## src/design/kalman_angle_fusion_core_macros.svh

```systemverilog
// Assertion macros shared by the kalman angle fusion core modules.
`ifndef KALMAN_ANGLE_FUSION_CORE_MACROS_SVH
`define KALMAN_ANGLE_FUSION_CORE_MACROS_SVH

// same-cycle implication
`define KAF_ASSERT_IMPL(lbl, clk, rst, ante, cons, msg) \
  lbl: assert property (@(posedge clk) disable iff (rst) (ante) |-> (cons)) \
    else $error(msg);

// next-cycle implication
`define KAF_ASSERT_NEXT(lbl, clk, rst, ante, cons, msg) \
  lbl: assert property (@(posedge clk) disable iff (rst) (ante) |=> (cons)) \
    else $error(msg);

`endif

```

## src/design/kaf_pkg.sv

```systemverilog
// Types, constants and microcode table of the kalman angle fusion core.
package kaf_pkg;

  localparam int RATE_W  = 12;
  localparam int MEAS_W  = 9;
  localparam int ANGLE_W = 32;
  localparam int VAR_W   = 32;
  localparam int DT_W    = 16;
  localparam int GAIN_W  = 16;
  localparam int CFG_IDX_W  = 2;
  localparam int CFG_DATA_W = 32;

  localparam logic [CFG_IDX_W-1:0] CFG_RATE_STEP     = 2'd0;
  localparam logic [CFG_IDX_W-1:0] CFG_PROCESS_NOISE = 2'd1;
  localparam logic [CFG_IDX_W-1:0] CFG_MEASURE_NOISE = 2'd2;

  localparam logic [DT_W-1:0]  RATE_STEP_RST     = 16'd459;
  localparam logic [VAR_W-1:0] PROCESS_NOISE_RST = 32'h0064_0004;
  localparam logic [VAR_W-1:0] MEASURE_NOISE_RST = 32'h0009_0000;

  localparam int DIV_CNT_W = 5;
  localparam logic [DIV_CNT_W-1:0] DIV_FIRST = 5'd16;

  localparam int PC_W = 4;
  localparam logic [PC_W-1:0] PC_IDLE = 4'd0;
  localparam logic [PC_W-1:0] PC_MUL_RATE = 4'd1;
  localparam logic [PC_W-1:0] PC_DIV  = 4'd4;
  localparam logic [PC_W-1:0] PC_WB   = 4'd10;

  typedef enum logic [3:0] {
    OP_NOP,
    OP_LOAD,
    OP_MUL_RATE,
    OP_PRED,
    OP_DIV_INIT,
    OP_DIV_STEP,
    OP_GAIN,
    OP_DIFF,
    OP_MUL_DIFF,
    OP_CORR,
    OP_MUL_VAR,
    OP_WB
  } kaf_op_t;

  typedef enum logic [2:0] {
    C_NEXT,
    C_WAIT_IN,
    C_WAIT_OUT,
    C_DIV_LOOP,
    C_ALWAYS
  } kaf_cond_t;

  typedef struct packed {
    kaf_op_t           op;
    kaf_cond_t         cond;
    logic [PC_W-1:0]   target;
  } ucode_t;

  typedef struct packed {
    kaf_op_t op;
    logic    fire;
  } kaf_ctl_t;

  typedef struct packed {
    logic div_more;
    logic out_busy;
  } kaf_stat_t;

  function automatic ucode_t ucode_rom(input logic [PC_W-1:0] pc);
    ucode_t w;
    unique case (pc)
      4'd0:    w = '{OP_LOAD,     C_WAIT_IN,  PC_IDLE};
      4'd1:    w = '{OP_MUL_RATE, C_NEXT,     PC_IDLE};
      4'd2:    w = '{OP_PRED,     C_NEXT,     PC_IDLE};
      4'd3:    w = '{OP_DIV_INIT, C_NEXT,     PC_IDLE};
      4'd4:    w = '{OP_DIV_STEP, C_DIV_LOOP, PC_DIV};
      4'd5:    w = '{OP_GAIN,     C_NEXT,     PC_IDLE};
      4'd6:    w = '{OP_DIFF,     C_NEXT,     PC_IDLE};
      4'd7:    w = '{OP_MUL_DIFF, C_NEXT,     PC_IDLE};
      4'd8:    w = '{OP_CORR,     C_NEXT,     PC_IDLE};
      4'd9:    w = '{OP_MUL_VAR,  C_NEXT,     PC_IDLE};
      4'd10:   w = '{OP_WB,       C_WAIT_OUT, PC_WB};
      default: w = '{OP_NOP,      C_ALWAYS,   PC_IDLE};
    endcase
    return w;
  endfunction

  function automatic logic signed [ANGLE_W-1:0] sat_angle(input logic signed [34:0] v);
    logic signed [ANGLE_W-1:0] r;
    if ((v[34:31] == 4'b0000) || (v[34:31] == 4'b1111)) begin
      r = v[31:0];
    end else if (v[34]) begin
      r = 32'sh8000_0000;
    end else begin
      r = 32'sh7FFF_FFFF;
    end
    return r;
  endfunction

endpackage

```

## src/design/kaf_sample_if.sv

```systemverilog
// Input sample channel: axis, gyro rate and accelerometer angle.
interface kaf_sample_if;
  logic                                valid;
  logic                                ready;
  logic                                axis;
  logic signed [kaf_pkg::RATE_W-1:0]   gyro_rate;
  logic signed [kaf_pkg::MEAS_W-1:0]   accel_angle;

  modport source (output valid, axis, gyro_rate, accel_angle, input ready);
  modport sink   (input valid, axis, gyro_rate, accel_angle, output ready);
endinterface

```

## src/design/kaf_result_if.sv

```systemverilog
// Result channel: axis, fused angle and variance.
interface kaf_result_if;
  logic                                valid;
  logic                                ready;
  logic                                axis_out;
  logic signed [kaf_pkg::ANGLE_W-1:0]  fused_angle;
  logic [kaf_pkg::VAR_W-1:0]           variance_out;

  modport source (output valid, axis_out, fused_angle, variance_out, input ready);
  modport sink   (input valid, axis_out, fused_angle, variance_out, output ready);
endinterface

```

## src/design/kaf_cfg_if.sv

```systemverilog
// Configuration write channel: register index and data.
interface kaf_cfg_if;
  logic                               valid;
  logic                               ready;
  logic [kaf_pkg::CFG_IDX_W-1:0]      index;
  logic [kaf_pkg::CFG_DATA_W-1:0]     data;

  modport source (output valid, index, data, input ready);
  modport sink   (input valid, index, data, output ready);
endinterface

```

## src/design/kaf_seq.sv

```systemverilog
// Microcode sequencer: step counter, control ROM fetch and jump logic.
`include "kalman_angle_fusion_core_macros.svh"

module kaf_seq (
  input  logic               clk,
  input  logic               rst,
  input  logic               in_valid,
  input  kaf_pkg::kaf_stat_t stat,
  output kaf_pkg::kaf_ctl_t  ctl
);

  logic [kaf_pkg::PC_W-1:0] pc;
  logic [kaf_pkg::PC_W-1:0] pc_next;
  kaf_pkg::ucode_t          uw;

  always_ff @(posedge clk) begin
    if (rst) begin
      pc <= kaf_pkg::PC_IDLE;
    end else begin
      pc <= pc_next;
    end
  end

  always_comb begin
    uw     = kaf_pkg::ucode_rom(pc);
    ctl.op = uw.op;
    unique case (uw.cond)
      kaf_pkg::C_NEXT: begin
        ctl.fire = 1'b1;
        pc_next  = pc + kaf_pkg::PC_W'(1);
      end
      kaf_pkg::C_WAIT_IN: begin
        ctl.fire = in_valid;
        pc_next  = in_valid ? pc + kaf_pkg::PC_W'(1) : uw.target;
      end
      kaf_pkg::C_WAIT_OUT: begin
        ctl.fire = !stat.out_busy;
        pc_next  = stat.out_busy ? uw.target : pc + kaf_pkg::PC_W'(1);
      end
      kaf_pkg::C_DIV_LOOP: begin
        ctl.fire = 1'b1;
        pc_next  = stat.div_more ? uw.target : pc + kaf_pkg::PC_W'(1);
      end
      kaf_pkg::C_ALWAYS: begin
        ctl.fire = 1'b1;
        pc_next  = uw.target;
      end
      default: begin
        ctl.fire = 1'b0;
        pc_next  = kaf_pkg::PC_IDLE;
      end
    endcase
  end

  `KAF_ASSERT_NEXT(a_load_advances, clk, rst, ctl.op == kaf_pkg::OP_LOAD && ctl.fire, pc == kaf_pkg::PC_MUL_RATE, "accepted word did not start the program")

endmodule

```

## src/design/kaf_datapath.sv

```systemverilog
// Datapath: per-axis state, config registers, shared multiplier, divider, output register.
`include "kalman_angle_fusion_core_macros.svh"

module kaf_datapath #(
  parameter int AXES = 2
) (
  input  logic               clk,
  input  logic               rst,
  input  kaf_pkg::kaf_ctl_t  ctl,
  output kaf_pkg::kaf_stat_t stat,
  kaf_sample_if.sink         sample,
  kaf_result_if.source       result,
  kaf_cfg_if.sink            cfg
);

  localparam int CH_W = (AXES > 1) ? $clog2(AXES) : 1;

  logic signed [kaf_pkg::ANGLE_W-1:0] angle_store [AXES];
  logic [kaf_pkg::VAR_W-1:0]          variance_store [AXES];

  logic [kaf_pkg::DT_W-1:0]  rate_step;
  logic [kaf_pkg::VAR_W-1:0] process_noise;
  logic [kaf_pkg::VAR_W-1:0] measure_noise;

  logic                               axis;
  logic [CH_W-1:0]                    ch;
  logic [CH_W-1:0]                    ch_in;
  logic signed [kaf_pkg::RATE_W-1:0]  rate;
  logic signed [kaf_pkg::MEAS_W-1:0]  meas;
  logic signed [kaf_pkg::ANGLE_W-1:0] ang;
  logic [kaf_pkg::VAR_W-1:0]          var_q;
  logic [32:0]                        den;
  logic [33:0]                        rem;
  logic [16:0]                        quo;
  logic [kaf_pkg::DIV_CNT_W-1:0]      cnt;
  logic [kaf_pkg::GAIN_W-1:0]         gain;
  logic signed [33:0]                 diff;
  logic signed [52:0]                 prod;

  logic                               out_valid;
  logic                               out_axis;
  logic signed [kaf_pkg::ANGLE_W-1:0] out_angle;
  logic [kaf_pkg::VAR_W-1:0]          out_var;

  logic signed [34:0] mul_a;
  logic signed [17:0] mul_b;
  logic signed [52:0] mul_p;
  logic signed [34:0] pred_sum;
  logic signed [34:0] corr_sum;
  logic [32:0]        var_sum;
  logic               div_ge;
  logic [33:0]        div_sub;
  logic [33:0]        div_keep;
  logic [kaf_pkg::VAR_W-1:0] var_new;

  assign ch_in = (AXES > 1) ? CH_W'(sample.axis) : '0;

  // shared multiplier, operands picked by the current step
  always_comb begin
    unique case (ctl.op)
      kaf_pkg::OP_MUL_RATE: begin
        mul_a = 35'(rate);
        mul_b = {2'b00, rate_step};
      end
      kaf_pkg::OP_MUL_DIFF: begin
        mul_a = {diff[33], diff};
        mul_b = {2'b00, gain};
      end
      kaf_pkg::OP_MUL_VAR: begin
        mul_a = {3'b000, var_q};
        mul_b = {1'b0, 17'(17'h1_0000 - {1'b0, gain})};
      end
      default: begin
        mul_a = '0;
        mul_b = '0;
      end
    endcase
  end

  assign mul_p    = mul_a * mul_b;
  assign pred_sum = 35'(ang) + 35'($signed(prod[27:0]));
  assign corr_sum = 35'(ang) + $signed(prod[50:16]);
  assign var_sum  = {1'b0, var_q} + {1'b0, process_noise};
  assign div_ge   = rem >= {1'b0, den};
  assign div_sub  = rem - {1'b0, den};
  assign div_keep = div_ge ? div_sub : rem;
  assign var_new  = prod[47:16];

  always_ff @(posedge clk) begin
    if (rst) begin
      rate_step     <= kaf_pkg::RATE_STEP_RST;
      process_noise <= kaf_pkg::PROCESS_NOISE_RST;
      measure_noise <= kaf_pkg::MEASURE_NOISE_RST;
    end else if (cfg.valid) begin
      unique case (cfg.index)
        kaf_pkg::CFG_RATE_STEP:     rate_step     <= cfg.data[kaf_pkg::DT_W-1:0];
        kaf_pkg::CFG_PROCESS_NOISE: process_noise <= cfg.data;
        kaf_pkg::CFG_MEASURE_NOISE: measure_noise <= cfg.data;
        default: ;
      endcase
    end
  end

  always_ff @(posedge clk) begin
    if (rst) begin
      for (int i = 0; i < AXES; i++) begin
        angle_store[i]    <= '0;
        variance_store[i] <= '0;
      end
    end else if (ctl.fire && ctl.op == kaf_pkg::OP_WB) begin
      angle_store[ch]    <= ang;
      variance_store[ch] <= var_new;
    end
  end

  always_ff @(posedge clk) begin
    if (rst) begin
      out_valid <= 1'b0;
    end else if (ctl.fire && ctl.op == kaf_pkg::OP_WB) begin
      out_valid <= 1'b1;
    end else if (result.ready) begin
      out_valid <= 1'b0;
    end
  end

  always_ff @(posedge clk) begin
    if (ctl.fire) begin
      unique case (ctl.op)
        kaf_pkg::OP_LOAD: begin
          axis  <= sample.axis;
          ch    <= ch_in;
          rate  <= sample.gyro_rate;
          meas  <= sample.accel_angle;
          ang   <= angle_store[ch_in];
          var_q <= variance_store[ch_in];
        end
        kaf_pkg::OP_MUL_RATE, kaf_pkg::OP_MUL_DIFF, kaf_pkg::OP_MUL_VAR: begin
          prod <= mul_p;
        end
        kaf_pkg::OP_PRED: begin
          ang   <= kaf_pkg::sat_angle(pred_sum);
          var_q <= var_sum[32] ? '1 : var_sum[31:0];
        end
        kaf_pkg::OP_DIV_INIT: begin
          den <= {1'b0, var_q} + {1'b0, measure_noise};
          rem <= {2'b00, var_q};
          quo <= '0;
          cnt <= kaf_pkg::DIV_FIRST;
        end
        kaf_pkg::OP_DIV_STEP: begin
          rem <= {div_keep[32:0], 1'b0};
          quo <= {quo[15:0], div_ge};
          cnt <= cnt - kaf_pkg::DIV_CNT_W'(1);
        end
        kaf_pkg::OP_GAIN: begin
          if (den == '0) begin
            gain <= '0;
          end else if (quo[16]) begin
            gain <= '1;
          end else begin
            gain <= quo[15:0];
          end
        end
        kaf_pkg::OP_DIFF: begin
          diff <= $signed({{9{meas[8]}}, meas, 16'h0000}) - 34'(ang);
        end
        kaf_pkg::OP_CORR: begin
          ang <= kaf_pkg::sat_angle(corr_sum);
        end
        kaf_pkg::OP_WB: begin
          out_axis  <= axis;
          out_angle <= ang;
          out_var   <= var_new;
        end
        default: ;
      endcase
    end
  end

  assign stat.div_more = (cnt != '0);
  assign stat.out_busy = out_valid && !result.ready;

  assign sample.ready        = (ctl.op == kaf_pkg::OP_LOAD);
  assign cfg.ready           = 1'b1;
  assign result.valid        = out_valid;
  assign result.axis_out     = out_axis;
  assign result.fused_angle  = out_angle;
  assign result.variance_out = out_var;

  `KAF_ASSERT_NEXT(a_wb_sets_valid, clk, rst, ctl.fire && ctl.op == kaf_pkg::OP_WB, result.valid, "write-back did not raise the result word")
  `KAF_ASSERT_IMPL(a_div_rem_bound, clk, rst, ctl.op == kaf_pkg::OP_DIV_STEP, (rem < {den, 1'b0}) || (den == '0), "divider remainder out of range")
  `KAF_ASSERT_IMPL(a_var_shrinks, clk, rst, ctl.op == kaf_pkg::OP_WB, var_new <= var_q, "corrected variance above predicted variance")

endmodule

```

## src/design/kalman_angle_fusion_core.sv

```systemverilog
// Top level of the two-axis scalar Kalman angle fusion core.
//
//   port     dir  word                                          handshake
//   sample   in   axis, gyro_rate, accel_angle                  valid/ready
//   result   out  axis_out, fused_angle, variance_out           valid/ready
//   cfg      in   index, data (rate_step, process/measure noise) valid/ready
//
// Sample words are handled one at a time; the 17-step restoring divider for
// the gain takes most of the program, the rest is one step per multiply and
// update in the microcode. A result word is registered in the write-back step.
// The next sample word is taken while the previous result still waits;
// a stalled result holds the write-back step until the output register frees.
// Reset clears both axis states and loads the default config; cfg.ready is always high.
module kalman_angle_fusion_core #(
  parameter int AXES = 2
) (
  input logic          clk,
  input logic          rst,
  kaf_sample_if.sink   sample,
  kaf_result_if.source result,
  kaf_cfg_if.sink      cfg
);

  kaf_pkg::kaf_ctl_t  ctl;
  kaf_pkg::kaf_stat_t stat;

  kaf_seq u_seq (
    .clk      (clk),
    .rst      (rst),
    .in_valid (sample.valid),
    .stat     (stat),
    .ctl      (ctl)
  );

  kaf_datapath #(
    .AXES (AXES)
  ) u_datapath (
    .clk    (clk),
    .rst    (rst),
    .ctl    (ctl),
    .stat   (stat),
    .sample (sample),
    .result (result),
    .cfg    (cfg)
  );

endmodule

```

## src/flat_wrapper.sv

```systemverilog
// flat-port wrapper written by rule: the top's interface ports become plain ports
module kalman_angle_fusion_core_flat 
#(
  parameter int AXES = 2
)
  (clk, rst, sample_valid, sample_axis, sample_gyro_rate, sample_accel_angle, sample_ready, result_valid, result_axis_out, result_fused_angle, result_variance_out, result_ready, cfg_valid, cfg_index, cfg_data, cfg_ready);
  kaf_sample_if sample_i ();
  kaf_result_if result_i ();
  kaf_cfg_if cfg_i ();
  input logic clk;
  input logic rst;
  input wire logic [$bits(sample_i.valid)-1:0] sample_valid;
  input wire logic [$bits(sample_i.axis)-1:0] sample_axis;
  input wire logic [$bits(sample_i.gyro_rate)-1:0] sample_gyro_rate;
  input wire logic [$bits(sample_i.accel_angle)-1:0] sample_accel_angle;
  output wire logic [$bits(sample_i.ready)-1:0] sample_ready;
  output wire logic [$bits(result_i.valid)-1:0] result_valid;
  output wire logic [$bits(result_i.axis_out)-1:0] result_axis_out;
  output wire logic [$bits(result_i.fused_angle)-1:0] result_fused_angle;
  output wire logic [$bits(result_i.variance_out)-1:0] result_variance_out;
  input wire logic [$bits(result_i.ready)-1:0] result_ready;
  input wire logic [$bits(cfg_i.valid)-1:0] cfg_valid;
  input wire logic [$bits(cfg_i.index)-1:0] cfg_index;
  input wire logic [$bits(cfg_i.data)-1:0] cfg_data;
  output wire logic [$bits(cfg_i.ready)-1:0] cfg_ready;
  assign sample_i.valid = sample_valid;
  assign sample_i.axis = sample_axis;
  assign sample_i.gyro_rate = sample_gyro_rate;
  assign sample_i.accel_angle = sample_accel_angle;
  assign sample_ready = sample_i.ready;
  assign result_valid = result_i.valid;
  assign result_axis_out = result_i.axis_out;
  assign result_fused_angle = result_i.fused_angle;
  assign result_variance_out = result_i.variance_out;
  assign result_i.ready = result_ready;
  assign cfg_i.valid = cfg_valid;
  assign cfg_i.index = cfg_index;
  assign cfg_i.data = cfg_data;
  assign cfg_ready = cfg_i.ready;
  kalman_angle_fusion_core #(.AXES(AXES)) u_core (.clk(clk), .rst(rst), .sample(sample_i), .result(result_i), .cfg(cfg_i));
endmodule
```

## config.mk

```make
export PLATFORM = sky130hd
export DESIGN_NAME = kalman_angle_fusion_core_flat
export DESIGN_NICKNAME = d
export VERILOG_FILES = /design/src/design/kaf_pkg.sv /design/src/design/kaf_sample_if.sv /design/src/design/kaf_result_if.sv /design/src/design/kaf_cfg_if.sv /design/src/design/kaf_seq.sv /design/src/design/kaf_datapath.sv /design/src/design/kalman_angle_fusion_core.sv /design/src/flat_wrapper.sv
export VERILOG_INCLUDE_DIRS = /design/src /design/src/design
export SDC_FILE = /design/constraint.sdc
export NUM_CORES = 2
export LEC_CHECK = 0
export BUFFER_PORTS_ARGS = -buffer_cell sky130_fd_sc_hd__buf_2
export CAP_MARGIN = 20
export CORE_MARGIN = 3
export CORE_UTILIZATION = 60
export DETAILED_ROUTE_END_ITERATION = 16
export GPL_TIMING_DRIVEN = 0
export PLACE_DENSITY = 0.74
export SLEW_MARGIN = 20
export SYNTH_ARGS = -nofsm -noshare
export SYNTH_HDL_FRONTEND = slang
export SYNTH_SLANG_ARGS = --single-unit
```

## constraint.sdc

```tcl
create_clock -name clk -period 9.62 [get_ports clk]
set_input_delay 1.924 -clock clk [delete_from_list [all_inputs] [get_ports clk]]
set_output_delay 1.924 -clock clk [all_outputs]
set_load 0.02 [all_outputs]
```

* Word level (Yosys, flattened, before mapping)
Memories as Yosys holds them, arrays and structs flattened. A register that Yosys moved wholly into a read port is not among the register bits.
Cells that the tools add are included.
** Operators by class
- Add/sub/neg operators :: 9
- Multiply operators :: 1
- Order comparisons :: 1
- Equal/unequal tests :: 19
- Muxes and demuxes :: 33
- Reductions and logical operators :: 32
** Operators with widths (number)
- $mux W32 :: 7
- $pmux W35 S3 :: 1
- $pmux W32 S3 :: 1
- $pmux W34 S2 :: 1
- $add A32 B32 Y33 :: 2
- $pmux W32 S2 :: 1
- $reduce_or A32 Y1 :: 2
- $mul A35 B18 Y51 :: 1
- $pmux W17 S3 :: 1
- $add A32 B35 Y35 :: 1
- $ge A34 B33 Y1 :: 1
- $pmux W17 S2 :: 1
- $add A32 B28 Y33 :: 1
- $logic_not A33 Y1 :: 1
- $mux W33 :: 1
- $sub A25 B32 Y33 :: 1
- $sub A33 B33 Y33 :: 1
- $eq A4 B4 Y1 const B :: 6
- $reduce_and A2 Y1 :: 12
- $pmux W4 S5 :: 1
- $sub A17 B16 Y17 const A :: 1
- $eq A4 B3 Y1 const B :: 4
- $mux W16 :: 1
- $mux W4 :: 4
- other kinds (22) :: 41
** Word-level totals
- Register bits :: 426
- RAM bits :: 128
- ROM bits :: 160
- Input port bits :: 61
- Output and inout port bits :: 68
- Memories :: 3
** Memories
- (name not given) :: depth 16, bits a word 10, rd ports 1, clocked after memory_dff 1, wr ports 0, line kaf_pkg.sv:71 : unique case (pc)
- u_core.u_datapath.angle_store :: depth 2, bits a word 32, rd ports 1, clocked after memory_dff 0, wr ports 2, line kaf_datapath.sv:18 : logic signed [kaf_pkg::ANGLE_W-1:0] angle_store [AXES];
- u_core.u_datapath.variance_store :: depth 2, bits a word 32, rd ports 1, clocked after memory_dff 0, wr ports 2, line kaf_datapath.sv:19 : logic [kaf_pkg::VAR_W-1:0] variance_store [AXES];

* Longest topological paths before layout
- Depth in word-level cells :: 10
- Depth in mapped cells :: 33
- Mapped depth without buffers :: 31

* Hierarchy
From an unflattened synthesis, not the netlist that was laid out.
** Second synthesis, totals
- Cells, all modules :: 5229
- Area, all modules :: 50721.1 sq um
** By module, submodules not included
- kaf_datapath :: instances 1, cells an instance 5162, area an instance 50030.5 sq um, seq. area each 15675.0 sq um
- kaf_seq :: instances 1, cells an instance 67, area an instance 690.7 sq um, seq. area each 260.2 sq um

* Least setup slack after synthesis
Ideal clock, no wire load.
- Path kind :: reg2reg
- Start point :: reg, netlist name u_core.u_seq.uw[8]
- End point :: reg u_core.u_datapath.prod[41] (data pin)
- Setup time :: 0.263 ns
- Arrival :: 7.952 ns
- Required time :: 9.357 ns
- Setup slack :: 1.404 ns
- Cell stages (with the launch flop) :: 30
- Buffers on the path :: 4
- Path through :: dfxtp_1 clkbuf_1 nand2b_1 nor3_1 and2_1 clkbuf_1 clkbuf_1 a221o_1 clkbuf_1 nand2_1 fa_1 fa_1 fa_1 inv_1 fa_1 fa_1 inv_1 fa_1 inv_1 ha_1 and3_1 a31oi_1 and3_1 o21ai_0 a21oi_1 o31ai_1 a211oi_1 or4_1 nor2b_1 xnor2_1
** On the way
- Word-level cells in the longest chain between the ends :: 3
- Elaborated cells on any way between the ends :: 6
- Classes of those cells :: mul: 1; eq/ne: 3; mux: 2
** Ends and longest elaborated chain
- $eq A4 B4 Y1 or $eq A4 B2 Y1 (tied branches) :: line kaf_datapath.sv:60 : unique case (ctl.op)
- $pmux W35 S3 or $pmux W17 S3 (tied branches) :: line kaf_datapath.sv:60
- $mul A35 B18 Y51 (*) :: line kaf_datapath.sv:80 : assign mul_p = mul_a * mul_b;
- via u_core.u_datapath.mul_p[41] :: line kaf_datapath.sv:47 : logic signed [52:0] mul_p;
- end signal: assignment :: line kaf_datapath.sv:138 : prod <= mul_p;
- end: declaration :: line kaf_datapath.sv:38 : logic signed [52:0] prod;
Mark *: on every way through the listed nets, which the timed path passes. The rest lies on a longest branch.
A chain may end at the register's enable or synchronous reset.

* Final worst setup path
- Start point :: reg u_core.u_datapath.gain[0] in the netlist's numbering
- End point :: reg u_core.u_datapath.prod[41] (data pin)
** On the way
- Word-level cells in the longest chain between the ends :: 3
** Ends and longest elaborated chain
- start: declaration :: line kaf_datapath.sv:36 : logic [kaf_pkg::GAIN_W-1:0] gain;
- start signal: assignment :: line kaf_datapath.sv:161 : gain <= quo[15:0];
- $sub A17 B16 Y17 :: line kaf_datapath.sv:71 : mul_b = {1'b0, 17'(17'h1_0000 - {1'b0, gain})};
- $pmux W17 S3 (*) :: line kaf_datapath.sv:60
- $mul A35 B18 Y51 (*) :: line kaf_datapath.sv:80
- via u_core.u_datapath.mul_p[41] :: line kaf_datapath.sv:47
Marked as above.

==> results.cfg <==
[routing]
vias_per_cell = 6.10
first_iter_violations = 4676
drt_first_pass_iters = 8
drc = 0
num_vias = 41100
avgRoutedWirePerCell_um = 25.0
ant_nets = 0
wl_um = 168000

[setup_path]
slowest_stage = or4_1
cpPeakStageDelay_ns = 0.61
worstSetupEndpointType = flip-flop
critPathMaxFanout = 10
r2r_cells = 31
start_kind = flip-flop
rr_endpoint = u_core.u_datapath.prod[41]$_DFFE_PP_
r2r-start = u_core.u_datapath.gain[0]$_SDFFCE_PN0P_
worstPathArrival_ns = 9.81
path_class = flip-flop to flip-flop
cp.required_ns = 10.02
rrSetupSlack_ns = 0.21

[clock_tree]
cts.sinks = 562
cts-root-buf = clkbuf_16
clk_path_buf_depth = 3
cts_buffers = 60
cts_tree = built
htree_levels = 2
clkLatencyLatePin_ns = 0.67
clk_pin_slew_ns = 0.06

[floorplan]
die_area_um2 = 88800
rows = 106
die_x_um = 298
chipHeight_um = 298
initial_core_util = 0.608
ios = 129
coreArea_um2 = 84100

[yosys]
synth.top_cells.by_area = edfxtp_1 (27%), fa_1 (21%), ha_1 (7.5%), inv_1 (5.5%), nand2_1 (5.0%)
synth_top_cell_area_share = 0.275
synthFlopType = edfxtp_1
yosys.area.top_type = edfxtp_1
netlist_instances = 5322
syn_area_um2 = 51100
yosysSeqAreaShare = 0.312
synth_edf_count = 468
synth.distinct_cells = 95
async_flop_share = 0
synth_area_per_cell_um2 = 9.61
ys_seq_elements = 562
synth_most_common_cell = inv_1
yosysWarnings = 0
synth_common_cells = inv_1 (752), nand2_1 (687), fa_1 (541)

[global_routing]
grt.overflow.total = 0
antenna_found_initial = 7
grt_pass1_vias = 40100
grt_max_degree = 55
grt_pass1_wl_um = 251000
grtUsageTotal = 0.380

[power]
p_int_mw = 6.71
pwr-share-clk = 0.197
cellPowerDensity_nw_per_um2 = 214
finalPower_mw = 12.0
p_leak_nw = 24.8
sw_frac_of_total = 0.440
irDropWorstVdd_uv = 213
p_sw_mw = 5.28
power_frac_comb = 0.468
seq_power_share = 0.334

[layout]
syn_to_final_growth_pct = 9.30
num-nets-final = 6451
finish.utilization = 0.665
drive_gt1_frac = 0.0761

[timing]
finalCritPeriodShare = 0.978
fin_crit_ns = 9.41
drv_slew = 0
fin_skew_ns = 0.0388
setup_slack_ns = 0.212
hold_violations = 0
fmax_mhz = 106
fin_setup_tns_ns = 0
relSlewSlack = 0.184
max_slew.worst_pin.slew_ns = 1.22
finalSetupViolCount = 0

[worst_hold_path]
min_from = u_core.u_datapath.measure_noise[18]$_SDFFE_PP0P_
hold_depth = 2
hold_class = flip-flop to flip-flop
hold_path_end = u_core.u_datapath.measure_noise[18]$_SDFFE_PP0P_

[place]
pre_cts_ws_ns = -1.40
dp_hpwl_um = 137000
portBuffers = 126
gp_congestion = 1.05

[job]
cap_violations = 0

[outcome]
status = completed
[registers in the layout, indices dropped and copies added (netlist names), 33 cells and up]
register / flops
u_core.u_datapath.angle_store: 64
u_core.u_datapath.rem: 34
u_core.u_datapath.variance_store: 64
u_core.u_datapath.diff: 33
u_core.u_datapath.prod: 51
u_core.u_datapath.den: 33
[area by class of cell]
cell class	count	area, µm²
Multi-Input combinational cell	3773	31700
Fill cell	6992	28200
Sequential cell	562	15900
Clock buffer	67	1550
Tap cell	1134	1420
Antenna cell	9	22.5
Clock inverter	40	410
Buffer	225	968
Inverter	752	2830
Timing Repair Buffer	168	1110
[worst max-delay path by stage]
stage                     cells past startpoint                                    to  slack (ns)                               startpoint
after floorplan                              29  u_core.u_datapath.prod[41]$_DFFE_PP_        1.40               u_core.u_seq.uw[8]$_DFF_P_
after global placement                       28  u_core.u_datapath.prod[50]$_DFFE_PP_       -1.46               u_core.u_seq.uw[8]$_DFF_P_
after detailed placement                     30  u_core.u_datapath.prod[50]$_DFFE_PP_       -1.40              u_core.u_seq.uw[10]$_DFF_P_
after CTS                                    28  u_core.u_datapath.prod[50]$_DFFE_PP_       0.004  u_core.u_datapath.gain[1]$_SDFFCE_PN0P_
after global routing                         29  u_core.u_datapath.prod[41]$_DFFE_PP_       -0.01            u_core.u_seq.uw[9]$_SDFF_PP0_
final                                        31  u_core.u_datapath.prod[41]$_DFFE_PP_        0.21  u_core.u_datapath.gain[0]$_SDFFCE_PN0P_
[power by group through the flow]
stage	logic (mW)	registers, mW	clock network, mW
floorplan	3.90	3.57	0
global placement	5.30	4.02	0
detailed placement	5.46	3.99	0
CTS	5.51	3.95	2.38
global route	6.09	4.01	2.49
finish	5.61	4.01	2.37
[routing by layer]
| metal | vias to the layer above | part of all wire | global-route usage |
|---|---|---|---|
| met5 | - | 0 | 0 |
| met4 | 0 | 0.058 | 0.184 |
| met3 | 409 | 0.11 | 0.0937 |
| met2 | 2255 | 0.43 | 0.556 |
| met1 | 20200 | 0.40 | 0.532 |
| li1 | 18300 | - | - |
[cells by family after synthesis]
logic type               after synthesis  synth area share
AO/OA/AOI/OAI                        955             0.124
XOR/XNOR                             217            0.0372
adder cells (fa/ha/maj)              848             0.287
buffers and inverters                988            0.0734
flip-flops                           562             0.312
multiplexers                          92            0.0181
other                                  2          0.000147
AND/OR/NAND/NOR                     1658             0.149
[through the flow]
step | cells | hold WS [ns] | cell area (µm²)
global route | 6721 | 0.478 | 55900
detailed placement | 6614 | 0.452 | 53700
global placement | 6583 | 0.449 | 53200
floorplan | 5323 | 0.436 | 51100
finish | 6730 | 0.462 | 55900
CTS | 6717 | 0.461 | 55700
[worst max-delay path, delay by kind of cell, from the launching register on]
kind	cells	cell delay (ns)
simple gates	8	2.25
fa+ha+maj	8	3.72
xor+xnor	2	0.31
compound gates	6	1.19
flops	1	0.49
buf+inv	7	1.18
[what timing repair did]
item,4_1_cts,5_1_grt
setup buffers,0,6
gates resized for setup,34,85
pin swaps,0,5
hold buffers,0,0
endpoints found under the setup margin,26,16
hold endpoints to repair,0,0
[layout by cell type (no fill, tap or decap), drive strengths merged, types with 24 or more instances in the layout]
| cell type | netlist | routed |
|---|---|---|
| and3 | 38 | 38 |
| o21a | 44 | 44 |
| clkbuf | 211 | 268 |
| nor2b | 40 | 40 |
| nand2 | 687 | 687 |
| a21oi | 299 | 299 |
| nor2 | 408 | 408 |
| and2 | 159 | 159 |
| a22oi | 45 | 45 |
| mux2i | 87 | 87 |
| a31oi | 29 | 29 |
| nand4 | 28 | 28 |
| a211oi | 24 | 24 |
| edfxtp | 468 | 468 |
| xnor2 | 146 | 146 |
| nor4 | 35 | 35 |
| inv | 752 | 757 |
| a21o | 110 | 110 |
| o21ai | 166 | 166 |
| ha | 307 | 307 |
| o221ai | 31 | 31 |
| nor3 | 64 | 64 |
| a221oi | 25 | 25 |
| fa | 541 | 541 |
| buf | 25 | 191 |
| nand2b | 50 | 50 |
| clkinv | 0 | 24 |
| dfxtp | 94 | 94 |
| xor2 | 71 | 71 |
| nand3 | 58 | 58 |
No activity file was read; power rests on OpenSTA's default activity.
